File: config.mk
export PLATFORM = sky130hd
export DESIGN_NAME = double_ended_queue_core
export DESIGN_NICKNAME = d
export VERILOG_FILES = /design/src/rtl/core/deq_pkg.sv /design/src/rtl/core/deq_store.sv /design/src/rtl/core/double_ended_queue_core.sv
export SDC_FILE = /design/constraint.sdc
export NUM_CORES = 1
export LEC_CHECK = 0
export ABC_AREA = 1
export BUFFER_PORTS_ARGS = -buffer_cell sky130_fd_sc_hd__buf_2
export CAP_MARGIN = 20
export CORE_ASPECT_RATIO = 0.9
export CORE_MARGIN = 2
export CORE_UTILIZATION = 35
export DETAILED_ROUTE_END_ITERATION = 7
export SYNTH_ARGS = -nofsm -noshare
export SYNTH_HDL_FRONTEND = slang
export SYNTH_HIERARCHICAL = 1
export SYNTH_SLANG_ARGS = --single-unit
File: constraint.sdc
create_clock -name clk -period 4.6 [get_ports clk]
set_input_delay 0.92 -clock clk [delete_from_list [all_inputs] [get_ports clk]]
set_output_delay 0.92 -clock clk [all_outputs]
set_load 0.02 [all_outputs]
File: src/rtl/core/deq_pkg.sv
// Shared types and constants for the double-ended queue core.
// No dependencies.
`default_nettype none
package deq_pkg;

    localparam int DEPTH_DEF      = 16;
    localparam int DATA_WIDTH_DEF = 32;
    localparam int OP_W           = 3;
    localparam int VALUE_W        = 32;
    localparam int STATUS_W       = 2;
    localparam int ITEM_W         = 32;

    localparam logic [OP_W-1:0] OP_DISPLAY    = 3'd0;
    localparam logic [OP_W-1:0] OP_PUSH_FRONT = 3'd1;
    localparam logic [OP_W-1:0] OP_PUSH_BACK  = 3'd2;
    localparam logic [OP_W-1:0] OP_POP_FRONT  = 3'd3;
    localparam logic [OP_W-1:0] OP_POP_BACK   = 3'd4;

    localparam logic [STATUS_W-1:0] ST_OK    = 2'd0;
    localparam logic [STATUS_W-1:0] ST_EMPTY = 2'd1;
    localparam logic [STATUS_W-1:0] ST_FULL  = 2'd2;

    typedef struct packed {
        logic [OP_W-1:0]           op;
        logic signed [VALUE_W-1:0] value;
    } deq_cmd_t;

    typedef struct packed {
        logic [STATUS_W-1:0]      status;
        logic signed [ITEM_W-1:0] item;
        logic                     last;
    } deq_rsp_t;

endpackage
`default_nettype wire

File: src/rtl/core/deq_store.sv
// Slot memory of the double-ended queue: one write port, one registered read port.
// Depends on nothing but its parameters.
`default_nettype none
module deq_store #(
    parameter int DEPTH      = 16,
    parameter int DATA_WIDTH = 32
) (
    input  wire logic                          clk,
    input  wire logic                          wr_en,
    input  wire logic [$clog2(DEPTH)-1:0]      wr_addr,
    input  wire logic [DATA_WIDTH-1:0]         wr_data,
    input  wire logic                          rd_en,
    input  wire logic [$clog2(DEPTH)-1:0]      rd_addr,
    output logic      [DATA_WIDTH-1:0]         rd_data
);

    logic [DATA_WIDTH-1:0] mem [DEPTH];

    always_ff @(posedge clk)
    begin
        if (wr_en)
        begin
            mem[wr_addr] <= wr_data;
        end
    end

    always_ff @(posedge clk)
    begin
        if (rd_en)
        begin
            rd_data <= mem[rd_addr];
        end
    end

endmodule
`default_nettype wire

File: src/rtl/core/double_ended_queue_core.sv
// Push and pop: one word per cycle unless the output stalls; result valid in the
// cycle after acceptance. Display: first word via the memory read register and
// the result register, then one per cycle unless stalled; busy until last word.
// Reset (rst_n, async low) empties the queue and drops any pending result;
// slot contents are unknown until written.
`default_nettype none
module double_ended_queue_core #(
    parameter int DEPTH      = deq_pkg::DEPTH_DEF,
    parameter int DATA_WIDTH = deq_pkg::DATA_WIDTH_DEF
) (
    input  wire logic              clk,
    input  wire logic              rst_n,
    input  wire logic              cmd_valid,
    output logic                   cmd_ready,
    input  wire deq_pkg::deq_cmd_t cmd,
    output logic                   rsp_valid,
    input  wire logic              rsp_ready,
    output deq_pkg::deq_rsp_t      rsp
);

    import deq_pkg::*;

    localparam int PTR_W = $clog2(DEPTH);
    localparam int CNT_W = $clog2(DEPTH + 1);
    localparam int SUM_W = CNT_W + 1;

    typedef enum logic [1:0] {
        S_IDLE = 2'b01,
        S_DISP = 2'b10
    } state_t;

    state_t               state_reg, state_next;
    logic [PTR_W-1:0]     front_reg, front_next;
    logic [CNT_W-1:0]     occ_reg, occ_next;
    logic [CNT_W-1:0]     disp_cnt_reg, disp_cnt_next;
    logic [PTR_W-1:0]     disp_addr_reg, disp_addr_next;
    logic                 rsp_valid_reg, rsp_valid_next;
    deq_rsp_t             rsp_reg, rsp_next;

    logic                 cmd_fire;
    logic                 out_free;
    logic                 is_full;
    logic                 is_empty;
    logic [PTR_W-1:0]     front_dec;
    logic [PTR_W-1:0]     front_inc;
    logic [SUM_W-1:0]     back_sum;
    logic [PTR_W-1:0]     back_addr;
    logic [PTR_W-1:0]     disp_inc;
    logic                 disp_last;
    logic [VALUE_W-1:0]   value_bits;

    logic                 wr_en;
    logic [PTR_W-1:0]     wr_addr;
    logic                 rd_en;
    logic [PTR_W-1:0]     rd_addr;
    logic [DATA_WIDTH-1:0] rd_data;

    deq_store #(
        .DEPTH      (DEPTH),
        .DATA_WIDTH (DATA_WIDTH)
    ) u_store (
        .clk     (clk),
        .wr_en   (wr_en),
        .wr_addr (wr_addr),
        .wr_data (DATA_WIDTH'(value_bits)),
        .rd_en   (rd_en),
        .rd_addr (rd_addr),
        .rd_data (rd_data)
    );

    assign value_bits = cmd.value;
    assign out_free   = !rsp_valid_reg || rsp_ready;
    assign cmd_ready  = (state_reg == S_IDLE) && out_free;
    assign cmd_fire   = cmd_valid && cmd_ready;
    assign is_full    = (occ_reg == CNT_W'(DEPTH));
    assign is_empty   = (occ_reg == '0);
    assign front_dec  = (front_reg == '0) ? PTR_W'(DEPTH - 1) : front_reg - PTR_W'(1);
    assign front_inc  = (front_reg == PTR_W'(DEPTH - 1)) ? '0 : front_reg + PTR_W'(1);
    assign back_sum   = SUM_W'(front_reg) + SUM_W'(occ_reg);
    assign back_addr  = (back_sum >= SUM_W'(DEPTH)) ? PTR_W'(back_sum - SUM_W'(DEPTH))
                                                    : PTR_W'(back_sum);
    assign disp_inc   = (disp_addr_reg == PTR_W'(DEPTH - 1)) ? '0
                                                             : disp_addr_reg + PTR_W'(1);
    assign disp_last  = (CNT_W'(disp_cnt_reg + CNT_W'(1)) == occ_reg);
    assign rd_addr    = (state_reg == S_IDLE) ? front_reg : disp_inc;
    assign rsp_valid  = rsp_valid_reg;
    assign rsp        = rsp_reg;

    always_comb
    begin
        state_next     = state_reg;
        front_next     = front_reg;
        occ_next       = occ_reg;
        disp_cnt_next  = disp_cnt_reg;
        disp_addr_next = disp_addr_reg;
        rsp_valid_next = rsp_valid_reg && !rsp_ready;
        rsp_next       = rsp_reg;
        wr_en          = 1'b0;
        wr_addr        = back_addr;
        rd_en          = 1'b0;

        unique case (state_reg)
            S_IDLE:
            begin
                if (cmd_fire)
                begin
                    rsp_next.item = '0;
                    rsp_next.last = 1'b1;
                    unique case (cmd.op)
                        OP_DISPLAY:
                        begin
                            if (is_empty)
                            begin
                                rsp_valid_next  = 1'b1;
                                rsp_next.status = ST_EMPTY;
                            end
                            else
                            begin
                                rd_en          = 1'b1;
                                disp_addr_next = front_reg;
                                disp_cnt_next  = '0;
                                state_next     = S_DISP;
                            end
                        end
                        OP_PUSH_FRONT:
                        begin
                            rsp_valid_next = 1'b1;
                            if (is_full)
                            begin
                                rsp_next.status = ST_FULL;
                            end
                            else
                            begin
                                wr_en           = 1'b1;
                                wr_addr         = front_dec;
                                front_next      = front_dec;
                                occ_next        = occ_reg + CNT_W'(1);
                                rsp_next.status = ST_OK;
                            end
                        end
                        OP_PUSH_BACK:
                        begin
                            rsp_valid_next = 1'b1;
                            if (is_full)
                            begin
                                rsp_next.status = ST_FULL;
                            end
                            else
                            begin
                                wr_en           = 1'b1;
                                occ_next        = occ_reg + CNT_W'(1);
                                rsp_next.status = ST_OK;
                            end
                        end
                        OP_POP_FRONT:
                        begin
                            rsp_valid_next = 1'b1;
                            if (is_empty)
                            begin
                                rsp_next.status = ST_EMPTY;
                            end
                            else
                            begin
                                front_next      = front_inc;
                                occ_next        = occ_reg - CNT_W'(1);
                                rsp_next.status = ST_OK;
                            end
                        end
                        OP_POP_BACK:
                        begin
                            rsp_valid_next = 1'b1;
                            if (is_empty)
                            begin
                                rsp_next.status = ST_EMPTY;
                            end
                            else
                            begin
                                occ_next        = occ_reg - CNT_W'(1);
                                rsp_next.status = ST_OK;
                            end
                        end
                        default:
                        begin
                            rsp_next = rsp_reg;
                        end
                    endcase
                end
            end
            S_DISP:
            begin
                if (out_free)
                begin
                    rsp_valid_next  = 1'b1;
                    rsp_next.status = ST_OK;
                    rsp_next.item   = ITEM_W'(rd_data);
                    rsp_next.last   = disp_last;
                    if (disp_last)
                    begin
                        state_next = S_IDLE;
                    end
                    else
                    begin
                        rd_en          = 1'b1;
                        disp_addr_next = disp_inc;
                        disp_cnt_next  = disp_cnt_reg + CNT_W'(1);
                    end
                end
            end
            default:
            begin
                state_next = S_IDLE;
            end
        endcase
    end

    always_ff @(posedge clk or negedge rst_n)
    begin
        if (!rst_n)
        begin
            state_reg     <= S_IDLE;
            front_reg     <= '0;
            occ_reg       <= '0;
            disp_cnt_reg  <= '0;
            disp_addr_reg <= '0;
            rsp_valid_reg <= 1'b0;
        end
        else
        begin
            state_reg     <= state_next;
            front_reg     <= front_next;
            occ_reg       <= occ_next;
            disp_cnt_reg  <= disp_cnt_next;
            disp_addr_reg <= disp_addr_next;
            rsp_valid_reg <= rsp_valid_next;
        end
    end

    always_ff @(posedge clk)
    begin
        rsp_reg <= rsp_next;
    end

endmodule
`default_nettype wire

==> results summary, run 1 <==
The run finished with clean final reports. The via count of the first global-routing pass is 15632. The synthesized cell area is around 0.026 mm^2. The area growth from synthesis to layout is 13.6%. The register with the most flip-flops in the layout has slightly above 500 of them. The sum of routed wire length over all layers came out at 61200 um.

The number of max-slew violations in the final report was 0. The area used by sequential logic in the layout is 0.0179 mm^2. The power per unit of standard cell area came out at 724 mW/mm^2. Clock tree synthesis selected as its root buffer the cell sky130_fd_sc_hd__clkbuf_16. Among cell families on the critical path, the largest total delay comes from simple AND/OR/NAND/NOR gates. Counting distinct cell types in the post-synthesis netlist gives 38.

The initial cell density of the core came out at 0.353. Of the total synthesized cell area, the portion taken by AND, OR, NAND and NOR gates is 0.205. Row generation in the floorplan step produced 95 rows.

Setup violations remaining at the end of the flow were counted as 0. The maximum fanout along the worst path is 22. The part of the total power dissipated in sequential elements came out at 0.322. Post-CTS repair changed the size of 0 cells.

The adder-cell share of the synthesized area is 0.00723. The worst path in the final design needs a cycle of between 3 and 4 ns, including I/O delays and setup. In the post-synthesis netlist, the biggest area contributors are sky130_fd_sc_hd__edfxtp_1 66%, sky130_fd_sc_hd__nand2_1 11%, sky130_fd_sc_hd__nand3_1 8.0%, sky130_fd_sc_hd__inv_1 6.4%, sky130_fd_sc_hd__dfrtp_1 1.9%.

The pre-CTS setup slack is 0.787 ns. The number of nets in the synthesized netlist is 2550. The clock group share of total power is 0.241. The switching power came out at ~0.009 W. Summed over all layers, the global routing overflow is 0.

The setup path with the least slack is of type reg2reg. Of the post-synthesis cell area, the part taken by muxes is 0.000761. The number of synthesized register bits came out at 600. The number of buffers inserted by post-CTS setup repair came out at 0.

The congestion estimate from routability-driven global placement came to ~0.78. The sum of negative setup slack came out at 0 ns. The clock transition at the registers of the reported paths came out at approximately 0.060 ns. The violation count after the first detailed-routing iteration is 1320.

In the final design database the tool counted 2620 nets. In this run the tightest slew margin relative to its limit is 0.299. The average cell area after synthesis is about 11 um^2. The switching part of the total power is 0.420. The wire length of the first global-routing pass came out at 94400 um. The number of buffers and inverters on the critical path came out at 3.

The reported leakage power came out at 12.6 nW. The number of enable flip-flop cells after synthesis is 579. Summing over every cut layer, the via total after detailed routing is between 15000 and 20000. On the worst path, the slowest cell contributes a delay of 0.54 ns. The length of the first detailed-routing pass in iterations came out at 5. The post-detailed-route wirelength per cell is 17.1 um.

The total power of the final layout is 0.0216 W. The maximum count of clock buffers along a single path is 3. The end of the worst register-to-register path is u_store/mem[10][20].

The slew at the pin with the worst max-slew slack is roughly 1.1 ns. The total number of yosys warnings is 6. By area, the combinational part of the netlist is dominated by simple AND/OR/NAND/NOR gates.

TritonCTS built the clock tree. The die height is approximately 260 um. The fraction of post-synthesis cell area in the top cell type by area is 0.661. The worst register-to-register path begins at state_reg[0]. The final hold violation count was 0. The area of the die came out at 0.0773 mm^2. The number of H-tree branching levels is 3. The insertion delay of the later-clocked pin in the worst-skew pair is 0.60 ns. The port buffer count is 75.

For this run, the top clock speed supported by timing is 255 MHz. The classification of the worst-slack hold path is in2async. The share of the synthesized area in compound gates (AO/OA/AOI/OAI) came to 0.00819. The number of antenna-violating nets in the routed design is 0. The worst IR drop on VDD came out at approximately 1.6 mV. The synthesized design spends more area on one cell type than any other, namely sky130_fd_sc_hd__edfxtp_1. The power share of the combinational group is 0.437. The data arrival time of the worst path came out at 4.21 ns.

In the synthesized netlist, the cells that appear most often are 784 x sky130_fd_sc_hd__nand2_1, 579 x sky130_fd_sc_hd__edfxtp_1, 447 x sky130_fd_sc_hd__inv_1. The half-perimeter wire length after detailed placement is 32700 um. 76 I/O pins were placed. STA classifies the critical path startpoint as a register. The share of the yosys chip area belonging to registers is 0.681. After detailed placement, the total cell area comes to ~0.028 mm^2.

The worst reg-to-reg path cell count is 10. The slowest stage cell on the critical path is sky130_fd_sc_hd__dfstp_2. The global router's overall resource usage is 0.159. Setup repair after global routing left no endpoint under its margin.

Counting the buffers created by CTS gives 67. The post-layout instance area came out at between 0.02 and 0.03 mm^2. The sink count of the clock tree is 600. The setup slack of the most critical reg-to-reg path is 0.67 ns.

The die extent in x is 293 um. In this run, post-CTS hold repair placed 0 buffers. The share of the clock period used by the worst path came out at 0.854. The most used flip-flop cell after synthesis is sky130_fd_sc_hd__edfxtp_1. The number of antenna violations at the first check in global routing is 1. The largest net degree at the start of global routing came out at about 190. After detailed routing, the number of remaining DRC violations is 0. Across the run, the number of max-cap violations was 0.

Yosys instantiated no cell more often than sky130_fd_sc_hd__nand2_1. In the synthesized netlist the async set-or-reset flop fraction comes to 0.0350. The layout filler cell count is approximately 7000.

The region available for standard cell placement spans 0.0745 mm^2. Walking the worst path, the cells encountered are ha_1 -> inv_1 -> nor2_2 -> nand2_1 -> inv_2 -> nand3_2 -> o21ai_0 -> nand3b_1 -> nor2_4 -> buf_12. The data required time at the worst endpoint is 4.88 ns.

The area share of xor/xnor cells in the synthesized design is 0.00366. Setup slack closes at 0.672 ns. 0 antenna diodes ended up in the layout. STA classifies the critical path endpoint as a register.

Of the cells placed in the final design, the portion with a size suffix greater than 1 is 0.0987. The internal power of the cells totals about 0.013 W. The area used by multi-input combinational logic is between 0.006 and 0.007 mm^2.

The instance count of the mapped netlist came out at 2497. The clock skew came out at 0.0244 ns. The number of vias per cell after detailed routing came out at 4.69.
[final cells by class]
class,count,share of cell area
Clock buffer,88,0.0602
Clock inverter,27,0.0106
Inverter,456,0.0576
Multi-Input combinational cell,1328,0.204
Sequential cell,600,0.600
Tap cell,970,0.0406
Timing Repair Buffer,114,0.0270
[per-layer routing]
metal | track usage | up-vias | routed length (um)
li1 | - | 8222 | -
met4 | 0.0416 | 2 | 1240
met3 | 0.0319 | 92 | 3490
met5 | 0 | - | 12
met2 | 0.243 | 407 | 27300
met1 | 0.230 | 8066 | 29200
[how the worst max path moves through the flow]
stage | startpoint | slack [ns] | depth (start not counted) | to
after global placement | state_reg[0] | 0.89 | 10 | u_store/mem[10][20]
after floorplan | cmd[32] | 0.15 | 7 | rsp[33]
after detailed placement | state_reg[0] | 0.79 | 10 | u_store/mem[10][20]
after CTS | state_reg[0] | 0.71 | 10 | u_store/mem[10][27]
final | state_reg[0] | 0.67 | 10 | u_store/mem[10][20]
after global routing | state_reg[0] | 0.35 | 10 | u_store/mem[10][27]
[kinds of logic after synthesis]
family                     Yosys count
muxes                                2
DFF                                600
xor gates and xnor gates            11
buffers and inverters              569
and+or+nand+nor                   1262
adders and majority gates           14
AOI/OAI and AO/OA                   39
[worst register-to-register path, cell delays in order, from the launching register on]
cell                       delay (ns)
sky130_fd_sc_hd__dfstp_2         0.54
sky130_fd_sc_hd__ha_1            0.49
sky130_fd_sc_hd__inv_1           0.33
sky130_fd_sc_hd__nor2_2          0.19
sky130_fd_sc_hd__nand2_1         0.11
sky130_fd_sc_hd__inv_2           0.12
sky130_fd_sc_hd__nand3_2         0.15
sky130_fd_sc_hd__o21ai_0         0.44
sky130_fd_sc_hd__nand3b_1        0.42
sky130_fd_sc_hd__nor2_4          0.51
sky130_fd_sc_hd__buf_12          0.29
[cell usage in the layout, fill, tap and decap left out, types with 11 or more instances in the layout]
master and n:
sky130_fd_sc_hd__buf_12 11, sky130_fd_sc_hd__buf_2 75, sky130_fd_sc_hd__buf_4 28, sky130_fd_sc_hd__clkbuf_1 19
sky130_fd_sc_hd__clkbuf_16 69, sky130_fd_sc_hd__clkinv_1 11, sky130_fd_sc_hd__dfrtp_1 20, sky130_fd_sc_hd__edfxtp_1 579
sky130_fd_sc_hd__ha_1 11, sky130_fd_sc_hd__inv_1 445, sky130_fd_sc_hd__nand2_1 784, sky130_fd_sc_hd__nand3_1 418
sky130_fd_sc_hd__nor2_1 12, sky130_fd_sc_hd__nor2_4 19, sky130_fd_sc_hd__o21ai_0 16
[through the flow]
stage	hold slack, ns	std cells	util
after detailed placement	0.469	3468	0.373
after global placement	0.468	3468	0.373
after floorplan	0.452	2497	-
final	0.291	3583	0.401
after global routing	0.320	3583	0.401
after CTS	0.272	3583	0.401
[power by group through the flow]
stage | clock, W | combinational [W] | sequential, W
after floorplan | 0 | 0.00671 | 0.00725
after global placement | 0 | 0.00945 | 0.00709
after detailed placement | 0 | 0.00953 | 0.00708
after CTS | 0.00533 | 0.00957 | 0.00698
after global routing | 0.00554 | 0.0106 | 0.00702
final | 0.00520 | 0.00945 | 0.00697
No activity file was read; power rests on OpenSTA's default activity.
==> run 2: changes to the inputs <==
- CORE_ASPECT_RATIO: 0.9 -> default
==> run 2 against run 1 <==
- clock-buffer cell count shrank 10
- global-route usage shrank 0.49 points
- combinational power shrank 0.5%
- clock power shrank 7.5%
- largest power group unchanged
- core utilization shrank 0.25 points
- final cell count is the same
- wire length shrank 2.5%
- sequential power is essentially flat
- non-clock buffer count grew 3
- die area is essentially flat
==> results summary, run 2 (same netlist as run 1, synthesis figures left out) <==
The final hold violation count came out at 0 (unchanged). The clock skew came to 0.0208 ns (was 0.0244 ns). The half-perimeter wire length after detailed placement came out at 33700 um (was 32700 um). The via count is 16595 (was 16789). The clock group share of total power is 0.227 (was 0.241).

The met2 routed wirelength came out at 27800 um (was 27300 um). The number of H-tree branching levels is 2 (was 3). The slowest stage cell on the critical path is sky130_fd_sc_hd__nor2_4 (was sky130_fd_sc_hd__dfstp_2). The max-capacitance violation count is 0 (unchanged). The data arrival time of the worst path came out at 4.10 ns (was 4.21 ns). The layout filler cell count came to 7080 (was 7012). The TritonCTS clock tree is yes (unchanged).

The routed length on met1 is 27400 um (was 29200 um). The reported leakage power came out at 12.5 nW (was 12.6 nW). The kind of capture point of the worst setup path is a register (unchanged).

The area of the die came out at 0.0773 mm^2 (about the same). The internal power came to 0.0122 W (was 0.0125 W). The maximum fanout along the worst path is 16 (was 22). The worst IR drop on VDD is 1.02 mV (was 1.56 mV). The sum of negative setup slack is 0 ns (unchanged). The wire length of the first global-routing pass is 92700 um (was 94400 um). The die extent in x came out at 278 um (was 293 um). The part of the total power dissipated in sequential elements is 0.329 (was 0.322). The power share of the combinational group is 0.444 (was 0.437). The ratio of cells with drive above 1 in the final layout came out at 0.0980 (was 0.0987). The number of cell rows came out at 100 (was 95). The switching part of the total power came out at 0.424 (was 0.420). The share of the clock period used by the worst path is 0.823 (was 0.854).

The insertion delay of the later-clocked pin in the worst-skew pair is 0.62 ns (was 0.60 ns). The DRC violation count after routing is 0 (unchanged). The initial cell density of the core was 0.353 (about the same). The final core utilization came to 0.398 (was 0.401). The count of final setup violators came out at 0 (unchanged). The kind of critical path is reg2reg (unchanged). The number of buffers added by the clock tree synthesis step is 60 (was 67). The core region area came out at 0.0744 mm^2 (was 0.0745 mm^2). The total met3 wirelength after detailed routing came out at 3060 um (was 3490 um).

Cell breakdown of the critical path: ha_1 -> inv_1 -> nor2_2 -> nand2_1 -> inv_2 -> nand3_2 -> mux2i_1 -> nand3b_1 -> nor2_4 -> buf_4 (was ha_1 -> inv_1 -> nor2_2 -> nand2_1 -> inv_2 -> nand3_2 -> o21ai_0 -> nand3b_1 -> nor2_4 -> buf_12). The power per unit of standard cell area is 714 mW/mm^2 (was 724 mW/mm^2). The area growth from synthesis to final layout is 12.8% (was 13.6%).

The port buffer count came out at 75 (unchanged). The number of ports placed on the die boundary is 76 (unchanged). The number of buffers inserted for hold repair after clock tree synthesis is 0 (unchanged). The slew at the pin with the worst max-slew slack came out at 1.00 ns (was 1.05 ns). The most common library cell in the layout ignoring fill and taps is sky130_fd_sc_hd__nand2_1 (unchanged).

The number of antenna-violating nets in the routed design is 0 (unchanged). The switching power came out at 0.00898 W (was 0.00909 W). The clock transition at the registers of the reported paths is 0.06 ns (about the same). Unrepaired setup endpoints after global routing: no (unchanged). The data required time at the worst endpoint is 4.92 ns (was 4.88 ns). The global placer's final weighted congestion came to 0.810 (was 0.781). The remaining max-slew budget at the tightest pin came out at 0.332 (was 0.299). The number of nets in the final layout came out at 2616 (was 2620). The global router's overall resource usage came out at 0.154 (was 0.159). The maximum count of clock buffers along a single path was 3 (unchanged). The violation count after the first detailed-routing iteration is 1189 (was 1320). The master cell of the clock root buffer is sky130_fd_sc_hd__clkbuf_16 (unchanged). The flip-flop count of the largest register after layout came out at 512 (unchanged). The number of max-slew violations in the final report came out at 0 (unchanged).

The worst reg-to-reg path cell count was 10 (unchanged). The number of buffers inserted by post-CTS setup repair came out at 0 (unchanged). The via count of the first global-routing pass is 15960 (was 15632). The number of antenna violations at the first check in global routing came out at 4 (was 1). The classification of the worst-slack hold path is in2async (unchanged). The number of vias per cell after detailed routing is 4.63 (was 4.69).

The largest net degree at the start of global routing is 185 (unchanged). The length of the first detailed-routing pass in iterations is 5 (unchanged). The quantity of gates resized following cts came to 0 (unchanged). The startpoint class of the critical path is a register (unchanged). The shortest clock period the worst path allows after layout came out at 3.79 ns (was 3.93 ns). The sum of routed wire length over all layers is 59600 um (was 61200 um). The maximum frequency from static timing analysis was 264 MHz (was 255 MHz). Most frequent cells in the layout: 784 x sky130_fd_sc_hd__nand2_1, 579 x sky130_fd_sc_hd__edfxtp_1, 445 x sky130_fd_sc_hd__inv_1, 418 x sky130_fd_sc_hd__nand3_1, 75 x sky130_fd_sc_hd__buf_2 (unchanged). Outcome: finished clean (unchanged). The remaining global-route overflow came out at 0 (unchanged). The sink count of the clock tree was 600 (unchanged). The die height came out at 278 um (was 264 um).

The longest individual stage delay on the worst path came to 0.58 ns (was 0.54 ns). The post-detailed-route wirelength per cell came out at 16.6 um (was 17.1 um). The top metal layer carrying routed signals is met5 (unchanged).
run 2: power groups by stage:
| stage | clock [W] | sequential [W] | combinational [W] |
|---|---|---|---|
| 2_1_floorplan | 0 | 0.00725 | 0.00671 |
| 4_1_cts | 0.00492 | 0.00698 | 0.00947 |
| 3_3_place_gp | 0 | 0.00709 | 0.00936 |
| 3_5_place_dp | 0 | 0.00709 | 0.00943 |
| 5_1_grt | 0.00512 | 0.00702 | 0.0105 |
| 6_report | 0.00481 | 0.00697 | 0.00940 |
run 2: final timing paths:
path,slack [ns],start,end
worst max-delay path,0.81,state_reg[0],u_store/mem[5][24]
worst min-delay path,0.27,rst_n,occ_reg[1]
worst max register to register,0.81,state_reg[0],u_store/mem[5][24]
worst min register to register,0.48,state_reg[0],state_reg[0]
max in group asynchronous,3.96,rst_n,state_reg[0]
min in group clk,0.48,state_reg[0],state_reg[0]
run 2: per-stage QoR:
step	hold WS (ns)	area (um^2)	instances	power [W]	setup slack, ns
2_1_floorplan	0.452	26300	2497	0.0140	0.151
3_3_place_gp	0.468	27700	3470	0.0164	0.927
3_5_place_dp	0.474	27700	3470	0.0165	0.823
4_1_cts	0.255	29700	3582	0.0214	0.829
5_1_grt	0.292	29700	3582	0.0226	0.523
6_report	0.272	29700	3583	0.0212	0.814
run 2: layer usage:
metal	vias up	global-route usage
met3	95	0.0245
met1	7897	0.211
met4	8	0.0434
met2	381	0.253
met5	-	0
li1	8214	-
run 2: area by class of cell:
cell class              count  area, um^2  share of cell area
diodes                      1        2.50           0.0000844
clock buffers              78        1610              0.0543
clock inverters            34         322              0.0108
inverters                 456        1720              0.0580
multi-input cells        1328        6110               0.206
flip-flops and latches    600       17900               0.604
well taps                 969        1210              0.0409
repair buffers            117         766              0.0258
run 2: worst max-delay path: cells and delay by family (launching register included):
kind / cells / cell delay (ns)
and+or+nand+nor: 5 / 1.40
buffers and inverters: 3 / 0.71
DFF: 1 / 0.54
adders and majority gates: 1 / 0.50
muxes: 1 / 0.34
